File: src/rtl/core/tth_pkg.sv
// ----------------------------------------------------------------------------
// tth_pkg - shared types and constants of the telnet terminal byte handler
// Telnet command codes, option codes and the job descriptor that the front
// parser hands to the back expander.
// ----------------------------------------------------------------------------
`default_nettype none

package tth_pkg;

  // Telnet command bytes
  localparam logic [7:0] TEL_SE   = 8'd240;
  localparam logic [7:0] TEL_SB   = 8'd250;
  localparam logic [7:0] TEL_WILL = 8'd251;
  localparam logic [7:0] TEL_WONT = 8'd252;
  localparam logic [7:0] TEL_DO   = 8'd253;
  localparam logic [7:0] TEL_DONT = 8'd254;
  localparam logic [7:0] TEL_IAC  = 8'd255;

  // Option codes and control characters
  localparam logic [7:0] OPT_REMOTE_ECHO = 8'd1;
  localparam logic [7:0] OPT_SGA  = 8'd3;
  localparam logic [7:0] OPT_NAWS = 8'd31;
  localparam logic [7:0] CHR_ESC  = 8'h1B;
  localparam logic [7:0] CHR_CR   = 8'd13;
  localparam logic [7:0] CHR_LF   = 8'd10;
  localparam logic [7:0] CHR_ETX  = 8'd3;

  // Local command keys
  localparam logic [7:0] CMD_QUIT      = 8'd113;  // q
  localparam logic [7:0] CMD_ECHO      = 8'd101;  // e
  localparam logic [7:0] CMD_CRLF      = 8'd110;  // n
  localparam logic [7:0] CMD_NEGOTIATE = 8'd116;  // t
  localparam logic [7:0] CMD_BREAK     = 8'd99;   // c
  localparam logic [7:0] CMD_ESCAPE    = 8'd93;   // ]

  // ANSI escape sequence characters
  localparam logic [7:0] ANSI_SEP = 8'd59;   // ;
  localparam logic [7:0] ANSI_CUP = 8'd72;   // H
  localparam logic [7:0] ANSI_HVP = 8'd102;  // f

  // Result destinations
  localparam logic [1:0] DEST_DISPLAY = 2'd0;
  localparam logic [1:0] DEST_CURSOR  = 2'd1;
  localparam logic [1:0] DEST_SEND    = 2'd2;
  localparam logic [1:0] DEST_QUIT    = 2'd3;

  // Configuration register indexes and reset values
  localparam logic       REG_COLS = 1'b0;
  localparam logic       REG_ROWS = 1'b1;
  localparam logic [7:0] COLS_RST = 8'd40;
  localparam logic [7:0] ROWS_RST = 8'd30;

  // Queue depth
  localparam int unsigned QDEPTH = 4;
  localparam int unsigned QAW    = $clog2(QDEPTH);

  typedef enum logic [2:0] {
    JOB_DISPLAY,   // one display character
    JOB_CURSOR,    // one cursor move
    JOB_QUIT,      // quit request
    JOB_SEND,      // one transmitted byte
    JOB_KEY,       // optional echo, then byte or CR LF
    JOB_NAWS,      // nine-byte window size reply
    JOB_ECHO_REP,  // IAC DO/DONT ECHO
    JOB_SGA        // IAC DO SGA IAC WILL NAWS
  } job_kind_e;

  typedef struct packed {
    job_kind_e  kind;
    logic [7:0] data;
    logic [7:0] col;
    logic [7:0] row;
    logic       echo;  // local echo setting carried by every result
    logic       show;  // key job: echo the key to the display first
    logic       crlf;  // key job: send CR LF in place of the byte
  } job_t;

endpackage

`default_nettype wire

File: src/rtl/core/tth_front.sv
// ----------------------------------------------------------------------------
// tth_front - byte parser
// Runs the telnet, escape and keyboard parsers on each accepted byte, updates
// the terminal state and emits at most one job describing the results.
// ----------------------------------------------------------------------------
`default_nettype none

module tth_front (
  input  wire              clk_i,
  input  wire              rst_ni,
  input  wire              in_valid_i,
  input  wire              in_kind_i,
  input  wire        [7:0] in_byte_i,
  output tth_pkg::job_t    job_o,
  output logic             job_valid_o
);

  typedef enum logic [2:0] {
    PC_NONE, PC_SB, PC_WILL, PC_WONT, PC_DO, PC_DONT
  } pend_e;

  pend_e      pend_q, pend_d;
  logic       echo_q, echo_d;
  logic       nlx_q, nlx_d;
  logic       cmd_q, cmd_d;
  logic       iac_q, iac_d;
  logic       esc_q, esc_d;
  logic [1:0] esc_cnt_q, esc_cnt_d;
  logic [1:0] pidx_q, pidx_d;
  logic [7:0] prow_q, prow_d;
  logic [7:0] pcol_q, pcol_d;
  logic       ddone_q, ddone_d;

  logic [7:0] c;
  logic       letter;
  logic       digit;
  logic [7:0] dval;
  logic [7:0] row_m1;
  logic [7:0] col_m1;

  assign c      = in_byte_i;
  assign letter = ((c >= 8'd97) && (c <= 8'd122)) || ((c >= 8'd65) && (c <= 8'd90));
  assign digit  = (c >= 8'd48) && (c <= 8'd57);
  assign dval   = c - 8'd48;
  assign row_m1 = (prow_q == 8'd0) ? 8'd0 : prow_q - 8'd1;
  assign col_m1 = (pcol_q == 8'd0) ? 8'd0 : pcol_q - 8'd1;

  // Parse one byte and build its job
  always_comb begin
    pend_d      = pend_q;
    echo_d      = echo_q;
    nlx_d       = nlx_q;
    cmd_d       = cmd_q;
    iac_d       = iac_q;
    esc_d       = esc_q;
    esc_cnt_d   = esc_cnt_q;
    pidx_d      = pidx_q;
    prow_d      = prow_q;
    pcol_d      = pcol_q;
    ddone_d     = ddone_q;
    job_valid_o = 1'b0;
    job_o.kind  = tth_pkg::JOB_DISPLAY;
    job_o.data  = c;
    job_o.col   = 8'd0;
    job_o.row   = 8'd0;
    job_o.show  = 1'b0;
    job_o.crlf  = 1'b0;

    if (in_valid_i) begin
      if (in_kind_i) begin
        // Keyboard byte
        if (c == tth_pkg::CHR_ESC) begin
          cmd_d = ~cmd_q;
        end else if (c == 8'd0) begin
          cmd_d = cmd_q;
        end else if (cmd_q) begin
          cmd_d = 1'b0;
          case (c)
            tth_pkg::CMD_QUIT: begin
              job_valid_o = 1'b1;
              job_o.kind  = tth_pkg::JOB_QUIT;
            end
            tth_pkg::CMD_ECHO: echo_d = ~echo_q;
            tth_pkg::CMD_CRLF: nlx_d = ~nlx_q;
            tth_pkg::CMD_NEGOTIATE: begin
              job_valid_o = 1'b1;
              job_o.kind  = tth_pkg::JOB_SGA;
            end
            tth_pkg::CMD_BREAK: begin
              job_valid_o = 1'b1;
              job_o.kind  = tth_pkg::JOB_SEND;
              job_o.data  = tth_pkg::CHR_ETX;
            end
            tth_pkg::CMD_ESCAPE: begin
              job_valid_o = 1'b1;
              job_o.kind  = tth_pkg::JOB_SEND;
              job_o.data  = tth_pkg::CHR_ESC;
            end
            default: cmd_d = 1'b0;
          endcase
        end else begin
          job_valid_o = 1'b1;
          job_o.kind  = tth_pkg::JOB_KEY;
          job_o.show  = echo_q;
          job_o.crlf  = (c == tth_pkg::CHR_LF) && nlx_q;
        end
      end else if (iac_q) begin
        // Byte after IAC
        iac_d = 1'b0;
        if (pend_q == PC_SB) begin
          if (c == tth_pkg::TEL_SE) pend_d = PC_NONE;
        end else if (c == tth_pkg::TEL_IAC) begin
          job_valid_o = 1'b1;
          job_o.kind  = tth_pkg::JOB_DISPLAY;
        end else if (c == tth_pkg::TEL_SB) begin
          pend_d = PC_SB;
        end else if (c == tth_pkg::TEL_WILL) begin
          pend_d = PC_WILL;
        end else if (c == tth_pkg::TEL_WONT) begin
          pend_d = PC_WONT;
        end else if (c == tth_pkg::TEL_DO) begin
          pend_d = PC_DO;
        end else if (c == tth_pkg::TEL_DONT) begin
          pend_d = PC_DONT;
        end
      end else if (pend_q == PC_SB) begin
        // Discard subnegotiation, watch for IAC
        if (c == tth_pkg::TEL_IAC) iac_d = 1'b1;
      end else if (pend_q != PC_NONE) begin
        // Option byte of WILL/WONT/DO/DONT
        pend_d = PC_NONE;
        if ((pend_q == PC_DO) && (c == tth_pkg::OPT_NAWS)) begin
          job_valid_o = 1'b1;
          job_o.kind  = tth_pkg::JOB_NAWS;
        end
        if (((pend_q == PC_WILL) || (pend_q == PC_WONT)) &&
            (c == tth_pkg::OPT_REMOTE_ECHO)) begin
          echo_d      = (pend_q == PC_WONT);
          job_valid_o = 1'b1;
          job_o.kind  = tth_pkg::JOB_ECHO_REP;
          job_o.data  = (pend_q == PC_WILL) ? tth_pkg::TEL_DO : tth_pkg::TEL_DONT;
        end
      end else if (c == tth_pkg::TEL_IAC) begin
        iac_d = 1'b1;
      end else if (c == tth_pkg::CHR_ESC) begin
        // Start or restart an escape sequence
        esc_d     = 1'b1;
        esc_cnt_d = 2'd0;
        pidx_d    = 2'd0;
        prow_d    = 8'd0;
        pcol_d    = 8'd0;
        ddone_d   = 1'b0;
      end else if (esc_q) begin
        if (letter) begin
          if ((c == tth_pkg::ANSI_CUP) || (c == tth_pkg::ANSI_HVP)) begin
            job_valid_o = 1'b1;
            job_o.kind  = tth_pkg::JOB_CURSOR;
            job_o.col   = col_m1;
            job_o.row   = row_m1;
          end
          esc_d = 1'b0;
        end else if (esc_cnt_q == 2'd0) begin
          esc_cnt_d = 2'd1;
        end else begin
          esc_cnt_d = 2'd2;
          if (c == tth_pkg::ANSI_SEP) begin
            if (pidx_q < 2'd2) pidx_d = pidx_q + 2'd1;
            ddone_d = 1'b0;
          end else if (digit) begin
            if (!ddone_q && (pidx_q == 2'd0)) prow_d = 8'(prow_q * 8'd10) + dval;
            if (!ddone_q && (pidx_q == 2'd1)) pcol_d = 8'(pcol_q * 8'd10) + dval;
          end else begin
            ddone_d = 1'b1;
          end
        end
      end else if (c != 8'd0) begin
        job_valid_o = 1'b1;
        job_o.kind  = tth_pkg::JOB_DISPLAY;
      end
    end
    job_o.echo = echo_d;
  end

  // Hold parser state
  always_ff @(posedge clk_i or negedge rst_ni) begin
    if (!rst_ni) begin
      pend_q    <= PC_NONE;
      echo_q    <= 1'b1;
      nlx_q     <= 1'b1;
      cmd_q     <= 1'b0;
      iac_q     <= 1'b0;
      esc_q     <= 1'b0;
      esc_cnt_q <= 2'd0;
      pidx_q    <= 2'd0;
      prow_q    <= 8'd0;
      pcol_q    <= 8'd0;
      ddone_q   <= 1'b0;
    end else begin
      pend_q    <= pend_d;
      echo_q    <= echo_d;
      nlx_q     <= nlx_d;
      cmd_q     <= cmd_d;
      iac_q     <= iac_d;
      esc_q     <= esc_d;
      esc_cnt_q <= esc_cnt_d;
      pidx_q    <= pidx_d;
      prow_q    <= prow_d;
      pcol_q    <= pcol_d;
      ddone_q   <= ddone_d;
    end
  end

endmodule

`default_nettype wire

File: src/rtl/core/tth_queue.sv
// ----------------------------------------------------------------------------
// tth_queue - job queue
// Small first-in first-out queue of jobs between the parser and the expander.
// ----------------------------------------------------------------------------
`default_nettype none

module tth_queue (
  input  wire              clk_i,
  input  wire              rst_ni,
  input  wire              push_i,
  input  tth_pkg::job_t    push_job_i,
  output logic             full_o,
  input  wire              pop_i,
  output tth_pkg::job_t    head_o,
  output logic             valid_o
);

  tth_pkg::job_t               mem_q [tth_pkg::QDEPTH];
  logic [tth_pkg::QAW-1:0]     wptr_q, rptr_q;
  logic [tth_pkg::QAW:0]       cnt_q;
  logic                        do_push, do_pop;

  assign full_o  = (cnt_q == (tth_pkg::QAW+1)'(tth_pkg::QDEPTH));
  assign valid_o = (cnt_q != '0);
  assign head_o  = mem_q[rptr_q];
  assign do_push = push_i && !full_o;
  assign do_pop  = pop_i && valid_o;

  // Store pushed jobs
  always_ff @(posedge clk_i) begin
    if (do_push) mem_q[wptr_q] <= push_job_i;
  end

  // Advance pointers and count
  always_ff @(posedge clk_i or negedge rst_ni) begin
    if (!rst_ni) begin
      wptr_q <= '0;
      rptr_q <= '0;
      cnt_q  <= '0;
    end else begin
      if (do_push) wptr_q <= wptr_q + 1'b1;
      if (do_pop) rptr_q <= rptr_q + 1'b1;
      if (do_push && !do_pop) cnt_q <= cnt_q + 1'b1;
      else if (do_pop && !do_push) cnt_q <= cnt_q - 1'b1;
    end
  end

endmodule

`default_nettype wire

File: src/rtl/core/tth_back.sv
// ----------------------------------------------------------------------------
// tth_back - result expander
// Steps through the result items of the job at the queue head into a
// registered output stage, one item per cycle while that stage is empty or taken.
// ----------------------------------------------------------------------------
`default_nettype none

module tth_back (
  input  wire              clk_i,
  input  wire              rst_ni,
  input  tth_pkg::job_t    job_i,
  input  wire              job_valid_i,
  output logic             job_pop_o,
  input  wire        [7:0] cols_i,
  input  wire        [7:0] rows_i,
  output logic             out_valid_o,
  input  wire              out_ready_i,
  output logic       [1:0] out_dest_o,
  output logic       [7:0] out_byte_o,
  output logic       [7:0] out_col_o,
  output logic       [7:0] out_row_o,
  output logic             out_echo_o,
  output logic             out_last_o
);

  logic [3:0] step_q;
  logic [3:0] tstep;
  logic [1:0] dest;
  logic [7:0] obyte;
  logic [3:0] len;
  logic       last;
  logic       load;

  assign tstep = step_q - {3'd0, job_i.show};

  // Select the item at the current step
  always_comb begin
    dest  = tth_pkg::DEST_SEND;
    obyte = 8'd0;
    len   = 4'd1;
    case (job_i.kind)
      tth_pkg::JOB_DISPLAY: begin
        dest  = tth_pkg::DEST_DISPLAY;
        obyte = job_i.data;
      end
      tth_pkg::JOB_CURSOR: dest = tth_pkg::DEST_CURSOR;
      tth_pkg::JOB_QUIT:   dest = tth_pkg::DEST_QUIT;
      tth_pkg::JOB_SEND:   obyte = job_i.data;
      tth_pkg::JOB_KEY: begin
        len = {3'd0, job_i.show} + (job_i.crlf ? 4'd2 : 4'd1);
        if (job_i.show && (step_q == 4'd0)) begin
          dest  = tth_pkg::DEST_DISPLAY;
          obyte = job_i.data;
        end else if (job_i.crlf) begin
          obyte = (tstep == 4'd0) ? tth_pkg::CHR_CR : tth_pkg::CHR_LF;
        end else begin
          obyte = job_i.data;
        end
      end
      tth_pkg::JOB_NAWS: begin
        len = 4'd9;
        case (step_q)
          4'd0:    obyte = tth_pkg::TEL_IAC;
          4'd1:    obyte = tth_pkg::TEL_SB;
          4'd2:    obyte = tth_pkg::OPT_NAWS;
          4'd4:    obyte = cols_i;
          4'd6:    obyte = rows_i;
          4'd7:    obyte = tth_pkg::TEL_IAC;
          4'd8:    obyte = tth_pkg::TEL_SE;
          default: obyte = 8'd0;
        endcase
      end
      tth_pkg::JOB_ECHO_REP: begin
        len = 4'd3;
        case (step_q)
          4'd0:    obyte = tth_pkg::TEL_IAC;
          4'd1:    obyte = job_i.data;
          default: obyte = tth_pkg::OPT_REMOTE_ECHO;
        endcase
      end
      tth_pkg::JOB_SGA: begin
        len = 4'd6;
        case (step_q)
          4'd0:    obyte = tth_pkg::TEL_IAC;
          4'd1:    obyte = tth_pkg::TEL_DO;
          4'd2:    obyte = tth_pkg::OPT_SGA;
          4'd3:    obyte = tth_pkg::TEL_IAC;
          4'd4:    obyte = tth_pkg::TEL_WILL;
          default: obyte = tth_pkg::OPT_NAWS;
        endcase
      end
      default: dest = tth_pkg::DEST_SEND;
    endcase
  end

  assign last      = (step_q == len - 4'd1);
  assign load      = job_valid_i && (!out_valid_o || out_ready_i);
  assign job_pop_o = load && last;

  // Advance the step within the job
  always_ff @(posedge clk_i or negedge rst_ni) begin
    if (!rst_ni) begin
      step_q      <= 4'd0;
      out_valid_o <= 1'b0;
    end else begin
      if (load) step_q <= last ? 4'd0 : step_q + 4'd1;
      if (load) out_valid_o <= 1'b1;
      else if (out_ready_i) out_valid_o <= 1'b0;
    end
  end

  // Hold the output item until taken
  always_ff @(posedge clk_i) begin
    if (load) begin
      out_dest_o <= dest;
      out_byte_o <= obyte;
      out_col_o  <= (job_i.kind == tth_pkg::JOB_CURSOR) ? job_i.col : 8'd0;
      out_row_o  <= (job_i.kind == tth_pkg::JOB_CURSOR) ? job_i.row : 8'd0;
      out_echo_o <= job_i.echo;
      out_last_o <= last;
    end
  end

endmodule

`default_nettype wire

File: src/rtl/core/telnet_terminal_byte_handler.sv
// ----------------------------------------------------------------------------
// telnet_terminal_byte_handler - telnet terminal byte handler, top level
// Parses network and keyboard bytes and produces display, cursor, transmit
// and quit results.
// ----------------------------------------------------------------------------
// The block takes one byte per cycle on the slave stream (tuser 0 network,
// 1 keyboard) as long as its four-entry job queue has room. Each byte yields
// zero to nine results on the master stream, one per cycle while tready is
// high; a byte's last result carries tlast. Sustained throughput is set by
// the result expander. Window size for the NAWS reply is read from two APB
// registers (columns at 0x0, rows at 0x4) that must only be written while
// the block is idle.
`default_nettype none

module telnet_terminal_byte_handler (
  input  wire         clk_i,
  input  wire         rst_ni,
  // Input stream
  input  wire         s_axis_tvalid,
  output logic        s_axis_tready,
  input  wire   [7:0] s_axis_tdata,   // [7:0] data_byte
  input  wire         s_axis_tuser,   // [0] kind
  // Output stream
  output logic        m_axis_tvalid,
  input  wire         m_axis_tready,
  output logic [31:0] m_axis_tdata,   // [7:0] out_byte, [15:8] cursor_col,
                                      // [23:16] cursor_row, [24] echo_on
  output logic  [1:0] m_axis_tuser,   // [1:0] destination
  output logic        m_axis_tlast,
  // APB configuration
  input  wire         psel,
  input  wire         penable,
  input  wire         pwrite,
  input  wire   [2:0] paddr,
  input  wire  [31:0] pwdata,
  output logic [31:0] prdata,
  output logic        pready
);

  logic [7:0]    cols_q, rows_q;
  tth_pkg::job_t fr_job, q_head;
  logic          fr_valid, q_full, q_valid, q_pop;
  logic          in_acc, cfg_wr;
  logic [7:0]    out_byte, out_col, out_row;
  logic          out_echo;

  assign s_axis_tready = !q_full;
  assign in_acc        = s_axis_tvalid && s_axis_tready;

  // Configuration registers
  assign pready = 1'b1;
  assign cfg_wr = psel && penable && pwrite && pready;
  assign prdata = {24'd0, (paddr[2] == tth_pkg::REG_ROWS) ? rows_q : cols_q};

  always_ff @(posedge clk_i or negedge rst_ni) begin
    if (!rst_ni) begin
      cols_q <= tth_pkg::COLS_RST;
      rows_q <= tth_pkg::ROWS_RST;
    end else if (cfg_wr) begin
      if (paddr[2] == tth_pkg::REG_COLS) cols_q <= pwdata[7:0];
      else rows_q <= pwdata[7:0];
    end
  end

  tth_front u_front (
    .clk_i       (clk_i),
    .rst_ni      (rst_ni),
    .in_valid_i  (in_acc),
    .in_kind_i   (s_axis_tuser),
    .in_byte_i   (s_axis_tdata),
    .job_o       (fr_job),
    .job_valid_o (fr_valid)
  );

  tth_queue u_queue (
    .clk_i      (clk_i),
    .rst_ni     (rst_ni),
    .push_i     (fr_valid),
    .push_job_i (fr_job),
    .full_o     (q_full),
    .pop_i      (q_pop),
    .head_o     (q_head),
    .valid_o    (q_valid)
  );

  tth_back u_back (
    .clk_i       (clk_i),
    .rst_ni      (rst_ni),
    .job_i       (q_head),
    .job_valid_i (q_valid),
    .job_pop_o   (q_pop),
    .cols_i      (cols_q),
    .rows_i      (rows_q),
    .out_valid_o (m_axis_tvalid),
    .out_ready_i (m_axis_tready),
    .out_dest_o  (m_axis_tuser),
    .out_byte_o  (out_byte),
    .out_col_o   (out_col),
    .out_row_o   (out_row),
    .out_echo_o  (out_echo),
    .out_last_o  (m_axis_tlast)
  );

  // Pack the result fields
  assign m_axis_tdata = {7'd0, out_echo, out_row, out_col, out_byte};

endmodule

`default_nettype wire
File: config.mk
export PLATFORM = sky130hd
export DESIGN_NAME = telnet_terminal_byte_handler
export DESIGN_NICKNAME = d
export VERILOG_FILES = /design/src/rtl/core/tth_pkg.sv /design/src/rtl/core/tth_front.sv /design/src/rtl/core/tth_queue.sv /design/src/rtl/core/tth_back.sv /design/src/rtl/core/telnet_terminal_byte_handler.sv
export SDC_FILE = /design/constraint.sdc
export NUM_CORES = 1
export LEC_CHECK = 0
export BUFFER_PORTS_ARGS = -buffer_cell sky130_fd_sc_hd__buf_2
export CORE_MARGIN = 2
export CORE_UTILIZATION = 50
export CTS_BUF_LIST = sky130_fd_sc_hd__clkbuf_4
export DETAILED_ROUTE_END_ITERATION = 12
export PLACE_DENSITY = 0.74
export SLEW_MARGIN = 20
export SYNTH_ARGS = -nofsm -noshare
export SYNTH_HDL_FRONTEND = slang
export SYNTH_SLANG_ARGS = --single-unit
File: constraint.sdc
create_clock -name clk_i -period 4.7 [get_ports clk_i]
set_input_delay 0.705 -clock clk_i [delete_from_list [all_inputs] [get_ports clk_i]]
set_output_delay 0.705 -clock clk_i [all_outputs]
set_load 0.05 [all_outputs]
# Word level (Yosys, flattened, before mapping)
# Memory sizes are Yosys's and may differ from the RTL's.
# Index checks and enable logic that the tools add are counted.
word_totals:
  register_bits: 85
  mem_bits_rw: 120
  in_bits: 51
  output_inout_bits: 70
  wordCells: 305
  n_memories: 1
op_classes:
  addsub: 14
  multipliers: 2
  n_lt_le_gt_ge: 7
  eq_ne: 50
  mux: 132
  n_bitwise: 11
  n_reduce_logical: 64
mem_list:
  columns: ["memory", "words", "word_bits", "read_ports", "rd_ports_with_merged_regs", "wr", "line", "text"]
  rows:
  - ["u_queue.mem_q", 4, 30, 1, 0, 1, "tth_queue.sv:18", "tth_pkg::job_t mem_q [tth_pkg::QDEPTH];"]
op_table:
  columns: ["cell", "n"]
  rows:
  - ["2-to-1 mux 8 bit", 21]
  - ["2-to-1 mux 16 bit", 7]
  - ["2-to-1 mux 3 bit", 22]
  - ["== test 8 x 7 -> 1 bit (second input constant)", 8]
  - ["== test 8 bit (second input constant)", 7]
  - ["2-to-1 mux 27 bit", 2]
  - ["2-to-1 mux 1 bit", 48]
  - ["case mux 8 bit (6 select lines)", 1]
  - ["2-to-1 mux 11 bit", 4]
  - ["case mux 8 bit (5 select lines)", 1]
  - ["2-to-1 mux 2 bit", 18]
  - ["case mux 8 bit (2 select lines)", 2]
  - ["case mux 8 bit (4 select lines)", 1]
  - ["zero test 8 bit", 3]
  - ["2-to-1 mux 24 bit", 1]
  - ["AND reduction 12 bit", 2]
  - ["== test 3 bit (second input constant)", 6]
  - ["logical AND 1 bit", 18]
  - ["nonzero test 2 bit", 9]
  - ["adder 8 bit", 2]
  - ["== test 8 x 5 -> 1 bit (second input constant)", 2]
  - [">= comparator 8 x 7 -> 1 bit (second input constant)", 2]
  - ["less-or-equal comparator 8 x 7 -> 1 bit (second input constant)", 2]
  - ["multiplier 8 x 3 -> 7 bit (second input constant)", 2]
  - ["other kinds (48)", 89]

# Logic depth before layout (Yosys ltp)
# Gate-level depths: netlist (run 1).
logic_depth:
  word_depth: 17
  mapped_depth: 20
  mapped_depth_nobuf: 18

# Hierarchy
# Synthesis (run 1) repeated with hierarchy kept, for this count alone.
unflattened:
  cells_unflattened: 877
  area_unflattened_um2: 11111.9
by_module_without_submodules:
  columns: ["module", "n_inst", "cells_each", "area_per_inst_um2", "seq_area_each_um2"]
  rows:
  - ["tth_queue", 1, 192, 4805.9, 3778.6]
  - ["tth_front", 1, 390, 3210.6, 728.2]
  - ["tth_back", 1, 215, 2095.8, 965.9]
  - ["telnet_terminal_byte_handler", 1, 80, 999.7, 407.9]

# Worst setup path after synthesis (run 1)
# OpenSTA, ideal clock, no wires.
synth_path:
  kind: "register to register"
  startpoint: "reg u_queue.rptr_q[0] (netlist name)"
  endpoint: "reg u_queue.cnt_q[1] (netlist name)"
  setup_ns: 0.125
  arrival_ns: 4.155
  required_time_ns: 4.575
  setup_slack_ns: 0.420
  path_stages_with_launch: 18
  n_path_buf: 2
  period_less_slack_ns: 4.280
  path_cell_list: "dfrtp_1 -> buf_6 -> buf_2 -> mux4_2 -> inv_1 -> ha_1 -> inv_1 -> o21bai_1 -> and3_1 -> ha_1 -> xor2_1 -> a311o_1 -> a2111oi_4 -> nand2_2 -> ha_1 -> inv_1 -> fa_1 -> mux2_2"
synth_between:
  elab_chain_len: 11
  elab_cells_between_ends: 17
  classes_between: "add/sub (2); eq/ne (5); mux (3); reduce/logical (6); memory (1)"
synth_lines:
  columns: ["element", "line", "text"]
  rows:
  - ["from (decl)", "tth_queue.sv:19", "logic [tth_pkg::QAW-1:0] wptr_q, rptr_q;"]
  - ["from (signal assigned)", "tth_queue.sv:42", "if (do_pop) rptr_q <= rptr_q + 1'b1;"]
  - ["memory (4 x 30 bit) *", null, null]
  - ["2-to-1 mux 2 bit", "tth_back.sv:50", "len = {3'd0, job_i.show} + (job_i.crlf ? 4'd2 : 4'd1);"]
  - ["adder 1 x 4 -> 4 bit", "tth_back.sv:50", null]
  - ["case mux 4 bit (4 select lines) *", "tth_back.sv:41", "case (job_i.kind)"]
  - ["subtractor 4 x 1 -> 4 bit *", "tth_back.sv:96", "assign last = (step_q == len - 4'd1);"]
  - ["== test 4 bit *", "tth_back.sv:96", null]
  - ["via u_back.last", "tth_back.sv:31", "logic last;"]
  - ["logical AND 1 bit *", "tth_back.sv:98", "assign job_pop_o = load && last;"]
  - ["logical AND 1 bit *", "tth_queue.sv:27", "assign do_pop = pop_i && valid_o;"]
  - ["zero test 1 bit", "tth_queue.sv:43", "if (do_push && !do_pop) cnt_q <= cnt_q + 1'b1;"]
  - ["logical AND 1 bit", "tth_queue.sv:43", null]
  - ["2-to-1 mux 3 bit / nonzero test 2 bit (equally long branches)", null, null]
  - ["to (signal assigned)", "tth_queue.sv:43", null]
  - ["to (signal assigned)", "tth_queue.sv:44", "else if (do_pop && !do_push) cnt_q <= cnt_q - 1'b1;"]
  - ["to (decl)", "tth_queue.sv:20", "logic [tth_pkg::QAW:0] cnt_q;"]
# The timed path passes the listed nets; every way through them passes the cells marked *.
# A chain may end at the register's enable or synchronous reset.

# Worst setup path in the final report (run 1)
# Ends and elaborated chain as after synthesis.

==> impl_metrics.json, run 1 <==
{
  "status": "finished clean",
  "crit_family": "adder cells",
  "syn_avg_cell_area_um2": 12.4,
  "postCtsResizedCells": 0,
  "rrSetupSlack_ns": 0.55,
  "crit_chain": "mux4_2 -> inv_1 -> ha_1 -> inv_1 -> o21bai_1 -> and3_1 -> ha_1 -> xor2_1 -> a311o_1 -> a2111oi_4 -> nand2_2 -> ha_1 -> inv_1 -> fa_1 -> mux2_2",
  "grt_pass1_wl_um": 37600,
  "areaGrowthSynthToFinish_pct": 11.4,
  "drt-vias-per-instance": 5.68,
  "relSlewSlack": 0.417,
  "drt-wirelength-per-cell_um": 17.6,
  "portBuffers": 62,
  "vias": 7384,
  "hpwl_um": 15300,
  "preCtsSetupSlack_ns": 0.543,
  "min_period_ns": 4.15,
  "worst_slew_pin_slew_ns": 0.861,
  "sw_frac_of_total": 0.375,
  "synth-edff-count": 148,
  "grt_overflow": 0,
  "min_period_over_period": 0.884,
  "required_ns": 5.25,
  "leakagePower_nw": 4.93,
  "drt_iter0_markers": 485,
  "drcViolationCount": 0,
  "finClkSkew_ns": 0.0258,
  "clk_pin_slew_ns": 0.07,
  "cp-start-kind": "flip-flop",
  "die_area_mm2": 0.0233,
  "cts_buffer_depth": 3,
  "cp.arrival_ns": 4.71,
  "hp-class": "in2async",
  "seq_area_frac_synth": 0.533,
  "grtUsageMet1": 0.265,
  "place.gp.congestion": 0.860,
  "cts_hold_buf": 0,
  "maxCapViolCount": 0,
  "p_seq_frac": 0.394,
  "powerDensity_mw_per_mm2": 534,
  "slew_viol_final": 0,
  "antenna_found_initial": 2,
  "pwr-share-comb": 0.368,
  "cts_max_level": 2,
  "first_pass_iters": 5,
  "hold_viol": 0,
  "synthArstFlopShare": 0.278,
  "synthFlopType": "edfxtp_1",
  "rows": 54,
  "post_cts_buffers": 0,
  "power.share.clock": 0.238,
  "cts_made_buffers": 52,
  "rsz0062_at_grt": "no",
  "grt.met3_usage": 0.0441,
  "initial_core_util": 0.507,
  "cp_slowest_cell": "mux4_2",
  "critPathMaxFanout": 9,
  "gr-usage-met2": 0.323,
  "path_class": "reg2reg",
  "cts_tree": "done",
  "netlist_instances": 889,
  "ys_ff_latch": 205,
  "grt_start_max_net_pins": 58,
  "core-area_mm2": 0.0218,
  "drive_gt1_frac": 0.246,
  "cpPeakStageDelay_ns": 0.59,
  "timing.setup.tns_ns": 0,
  "cts_root_buffer": "clkbuf_4",
  "end_kind": "flip-flop",
  "synth_cell_types": 76,
  "rr_worst_depth": 15,
  "switching_power_w": 0.00246,
  "groute.usage.overall": 0.197,
  "mappedNetlistArea_mm2": 0.0110,
  "nets": 1079,
  "die_w_um": 153,
  "crit_buf_inv": 3,
  "insertion_delay_ns": 0.68,
  "fmax_mhz": 241,
  "setup_slack_ns": 0.545,
  "setup-violations-final": 0,
  "clock-sinks": 205,
  "timing.rr.end": "u_queue.cnt_q[1]",
  "yosysWarnings": 0,
  "mostFrequentLayoutCells": "148 x edfxtp_1, 80 x clkbuf_4, 62 x buf_2, 50 x nor2_1, 49 x ha_1",
  "io_pins": 121,
  "postRouteAntennaNets": 0,
  "final_common_cell": "edfxtp_1",
  "irDropWorstVdd_v": 0.000256,
  "intPower_w": 0.00411,
  "top_usage_layer": "met2",
  "die_h_um": 153,
  "routed_wirelength_um": 22900,
  "first_global_vias": 7284,
  "r2r-start": "u_queue.rptr_q[0]"
}
-- cell families (layout without fill, tap and decap cells) --
| group | Yosys count | after routing | synth area share |
|---|---|---|---|
| DFF | 205 | 205 | 0.533 |
| muxes | 63 | 63 | 0.0944 |
| xor gates and xnor gates | 37 | 37 | 0.0294 |
| other | 2 | 34 | 0.000681 |
| AOI/OAI and AO/OA | 165 | 165 | 0.103 |
| adders and majority gates | 54 | 54 | 0.0647 |
| buffers and inverters | 117 | 216 | 0.0526 |
| and+or+nand+nor | 246 | 246 | 0.122 |
-- stage by stage --
stage | total power, W | instance area [µm²] | cells | hold WS (ns) | util
finish | 0.00657 | 12300 | 1300 | 0.201 | 0.565
floorplan | 0.00450 | 11100 | 919 | 0.409 | -
CTS | 0.00663 | 12300 | 1298 | 0.194 | 0.564
global placement | 0.00498 | 11600 | 1200 | 0.470 | 0.531
global route | 0.00694 | 12300 | 1300 | 0.201 | 0.565
detailed placement | 0.00504 | 11600 | 1200 | 0.472 | 0.531
-- state kept, by name, summed over array words and instances (netlist names), 2 cells and up --
| register | flops |
|---|---|
| u_front.esc_cnt_q | 2 |
| rows_q | 8 |
| u_front.pidx_q | 2 |
| u_queue.cnt_q | 3 |
| u_front.pend_q | 3 |
| u_queue.wptr_q | 2 |
| u_back.out_col_o | 8 |
| u_front.pcol_q | 8 |
| cols_q | 8 |
| u_queue.mem_q | 120 |
| u_back.out_dest_o | 2 |
| u_front.prow_q | 8 |
| u_back.out_byte_o | 8 |
| u_back.out_row_o | 8 |
| u_queue.rptr_q | 2 |
| u_back.step_q | 4 |
-- worst register-to-register path, cell delays in order (launching register included) --
cell and delay (ns):
dfrtp_2 0.51, mux4_2 0.59, inv_1 0.08, ha_1 0.24, inv_1 0.09, o21bai_1 0.09, and3_1 0.19, ha_1 0.20
xor2_1 0.17, a311o_1 0.39, a2111oi_4 0.39, nand2_2 0.13, ha_1 0.25, inv_1 0.09, fa_1 0.38, mux2_2 0.26
-- area by class of cell --
cell class | instances | area (µm²)
diodes | 2 | 5.00
flip-flops and latches | 205 | 5880
multi-input cells | 597 | 4750
repair buffers | 78 | 430
clock inverters | 18 | 113
fillers | 1814 | 9470
well taps | 280 | 350
clock buffers | 80 | 601
inverters | 40 | 150
-- cells in the mapped netlist (all sizes together), types with 8 or more instances --
cell type | count | area, µm²
dfstp | 8 | 210
dfrtp | 49 | 1230
mux4 | 30 | 676
nor2b | 16 | 100
edfxtp | 148 | 4440
or3 | 10 | 62.6
xor2 | 10 | 87.6
a21oi | 44 | 224
and3 | 24 | 150
nand3 | 18 | 95.1
nor2 | 51 | 191
nand2b | 12 | 90.1
o31ai | 8 | 60.1
ha | 49 | 613
a22o | 11 | 96.3
inv | 40 | 150
nor4 | 9 | 56.3
xnor2 | 27 | 236
mux2 | 28 | 315
nor3 | 18 | 90.1
clkbuf | 35 | 131
a21o | 9 | 67.6
buf | 42 | 299
nand4 | 9 | 56.3
o21ai | 33 | 165
nand2 | 45 | 171
-- how the worst max path moves through the flow --
| stage | from | end | slack [ns] | cells after the start |
|---|---|---|---|---|
| 2_1_floorplan | u_queue.rptr_q[0] | u_queue.cnt_q[1] | 0.42 | 17 |
| 5_1_grt | u_queue.rptr_q[0] | u_queue.cnt_q[1] | 0.34 | 16 |
| 3_5_place_dp | u_queue.rptr_q[0] | u_queue.cnt_q[1] | 0.54 | 15 |
| 3_3_place_gp | u_queue.rptr_q[0] | u_queue.cnt_q[1] | 0.61 | 15 |
| 6_report | u_queue.rptr_q[0] | u_queue.cnt_q[1] | 0.55 | 15 |
| 4_1_cts | u_queue.rptr_q[0] | u_queue.cnt_q[1] | 0.53 | 15 |
-- per-layer routing --
layer  vias to the layer above  wire [µm]
met5                         -          0
met4                         0        387
met3                        38       1350
met2                       235      11200
met1                      3609       9980
li1                       3502          -
-- power groups by stage --
stage	Combinational (W)	Clock, W	Sequential, W
after floorplan	0.00159	0	0.00291
after global placement	0.00237	0	0.00261
after CTS	0.00243	0.00161	0.00259
final	0.00242	0.00156	0.00259
after detailed placement	0.00242	0	0.00262
after global routing	0.00260	0.00171	0.00263
No activity file was read; power rests on OpenSTA's default activity.
==> inputs of run 2 (changes only) <==
- BUFFER_PORTS_ARGS: -buffer_cell sky130_fd_sc_hd__buf_2 -> unset
- DONT_BUFFER_PORTS: unset -> 1
- PLACE_DENSITY: 0.74 -> 0.69
==> run 2 against run 1 <==
Compared with the run above: hold slack got worse by 0.032 ns; die area unchanged; first-iteration DRC count decreased by 11%; clock-buffer cell count increased by 2; routed wire length decreased by 1.8%; largest cell class unchanged.
==> impl_metrics.json, run 2 (synthesized netlist as in run 1, its figures left out) <==
{
  "mostFrequentLayoutCells": "148 x edfxtp_1, 82 x clkbuf_4, 50 x nor2_1, 49 x ha_1, 48 x dfrtp_1",
  "leakagePower_nw": 4.68,
  "largest_reg_flops": 120,
  "grt_pass1_wl_um": 37000,
  "core-area_mm2": 0.0218,
  "r2r-start": "u_queue.rptr_q[0]",
  "first_pass_iters": 5,
  "min_period_over_period": 0.872,
  "rrSetupSlack_ns": 0.60,
  "place.gp.congestion": 0.831,
  "slew_viol_final": 0,
  "rsz0062_at_grt": "no",
  "postRouteAntennaNets": 0,
  "largest_register": "u_queue.mem_q",
  "finClkSkew_ns": 0.0403,
  "die_w_um": 153,
  "portBuffers": 0,
  "die_area_mm2": 0.0233,
  "powerDensity_mw_per_mm2": 536,
  "required_ns": 5.25,
  "cts_buffer_depth": 3,
  "worst_slew_pin_slew_ns": 0.898,
  "critPathMaxFanout": 8,
  "drcViolationCount": 0,
  "drt_iter0_markers": 430,
  "postCtsResizedCells": 0,
  "fmax_mhz": 244,
  "holdPathEnd": "u_back.out_valid_o",
  "drt-wirelength-per-cell_um": 18.2,
  "maxCapViolCount": 0,
  "hpwl_um": 14800,
  "cts_tree": "done",
  "min_period_ns": 4.10,
  "routed_wirelength_um": 22500,
  "cts_hold_buf": 2,
  "status": "finished clean",
  "clock-sinks": 205,
  "nFillCells": 1857,
  "final_common_cell": "edfxtp_1",
  "hp-class": "in2reg",
  "io_pins": 121,
  "insertion_delay_ns": 0.67,
  "vias": 7123,
  "drive_gt1_frac": 0.195,
  "groute.usage.overall": 0.195,
  "whs_path_depth": 1,
  "irDropWorstVdd_v": 0.000237,
  "timing.rr.end": "u_queue.cnt_q[1]",
  "relSlewSlack": 0.397,
  "multi_input_area_mm2": 0.00475,
  "initial_core_util": 0.507,
  "rows": 54,
  "setup-violations-final": 0,
  "timing.setup.tns_ns": 0,
  "cts_max_level": 2,
  "antenna_found_initial": 1,
  "end_kind": "flip-flop",
  "first_global_vias": 7082,
  "cp-startpoint": "u_queue.rptr_q[0]",
  "cts_made_buffers": 53,
  "nets": 1017,
  "post_cts_buffers": 0,
  "cts_root_buffer": "clkbuf_4",
  "worstHoldStart": "m_axis_tready",
  "cp-start-kind": "flip-flop",
  "drt-vias-per-instance": 5.76,
  "hold_viol": 0,
  "grt_start_max_net_pins": 58,
  "register_area_mm2": 0.00588,
  "rr_worst_depth": 15,
  "hold_slack_ns": 0.169,
  "cp.arrival_ns": 4.65,
  "die_h_um": 153,
  "areaGrowthSynthToFinish_pct": 8.72,
  "path_class": "reg2reg",
  "grt_overflow": 0,
  "clk_pin_slew_ns": 0.06
}
## run 2: cell types whose count changed in the layout (fill, tap and decap cells not counted), sizes merged
| cell | change |
|---|---|
| buf | -64 |
| clkbuf | +2 |
| clkinvlp | +1 |
| diode | -1 |
| dlygate4sd3 | +1 |
| inv | -2 |
## run 2: per-stage QoR
stage | area [µm²] | instances | total power, W | worst slack [ns] | util
5_1_grt | 12000 | 1237 | 0.00683 | 0.330 | 0.551
2_1_floorplan | 11100 | 919 | 0.00450 | 0.420 | -
6_report | 12000 | 1237 | 0.00642 | 0.603 | 0.551
3_3_place_gp | 11200 | 1135 | 0.00485 | 0.622 | 0.516
3_5_place_dp | 11200 | 1135 | 0.00489 | 0.584 | 0.516
4_1_cts | 12000 | 1236 | 0.00651 | 0.571 | 0.550
## run 2: critical path, cell delays in order (launching register included)
cell and delay (ns):
dfrtp_2 0.52, mux4_2 0.58, inv_1 0.07, ha_1 0.23, inv_1 0.07, o21bai_1 0.09
and3_1 0.19, ha_1 0.20, xor2_1 0.16, a311o_1 0.39, a2111oi_4 0.39, nand2_2 0.11
ha_1 0.25, inv_1 0.08, fa_1 0.38, mux2_2 0.26
## run 2: metal layers
layer,share of wire,track usage
met5,0,0
met4,0.014,0.0573
met3,0.063,0.0432
met2,0.48,0.316
met1,0.44,0.268
## run 2: worst max path at each step
stage	end
after global routing	u_queue.cnt_q[1]
after detailed placement	u_queue.cnt_q[1]
after CTS	u_queue.cnt_q[1]
final	u_queue.cnt_q[1]
after global placement	u_queue.cnt_q[1]
after floorplan	u_queue.cnt_q[1]
## run 2: layout make-up
class / count / share of cell area
multi-input cells: 597 / 0.396
repair buffers: 15 / 0.0113
flip-flops and latches: 205 / 0.491
clock buffers: 82 / 0.0513
clock inverters: 17 / 0.00845
well taps: 280 / 0.0292
diodes: 1 / 0.000209
inverters: 40 / 0.0125
## run 2: power by group
group	switching, W	internal (W)
clock	0.000714	0.000852
sequential	0.000560	0.00241
combinational	0.00112	0.000771
total	0.00239	0.00404
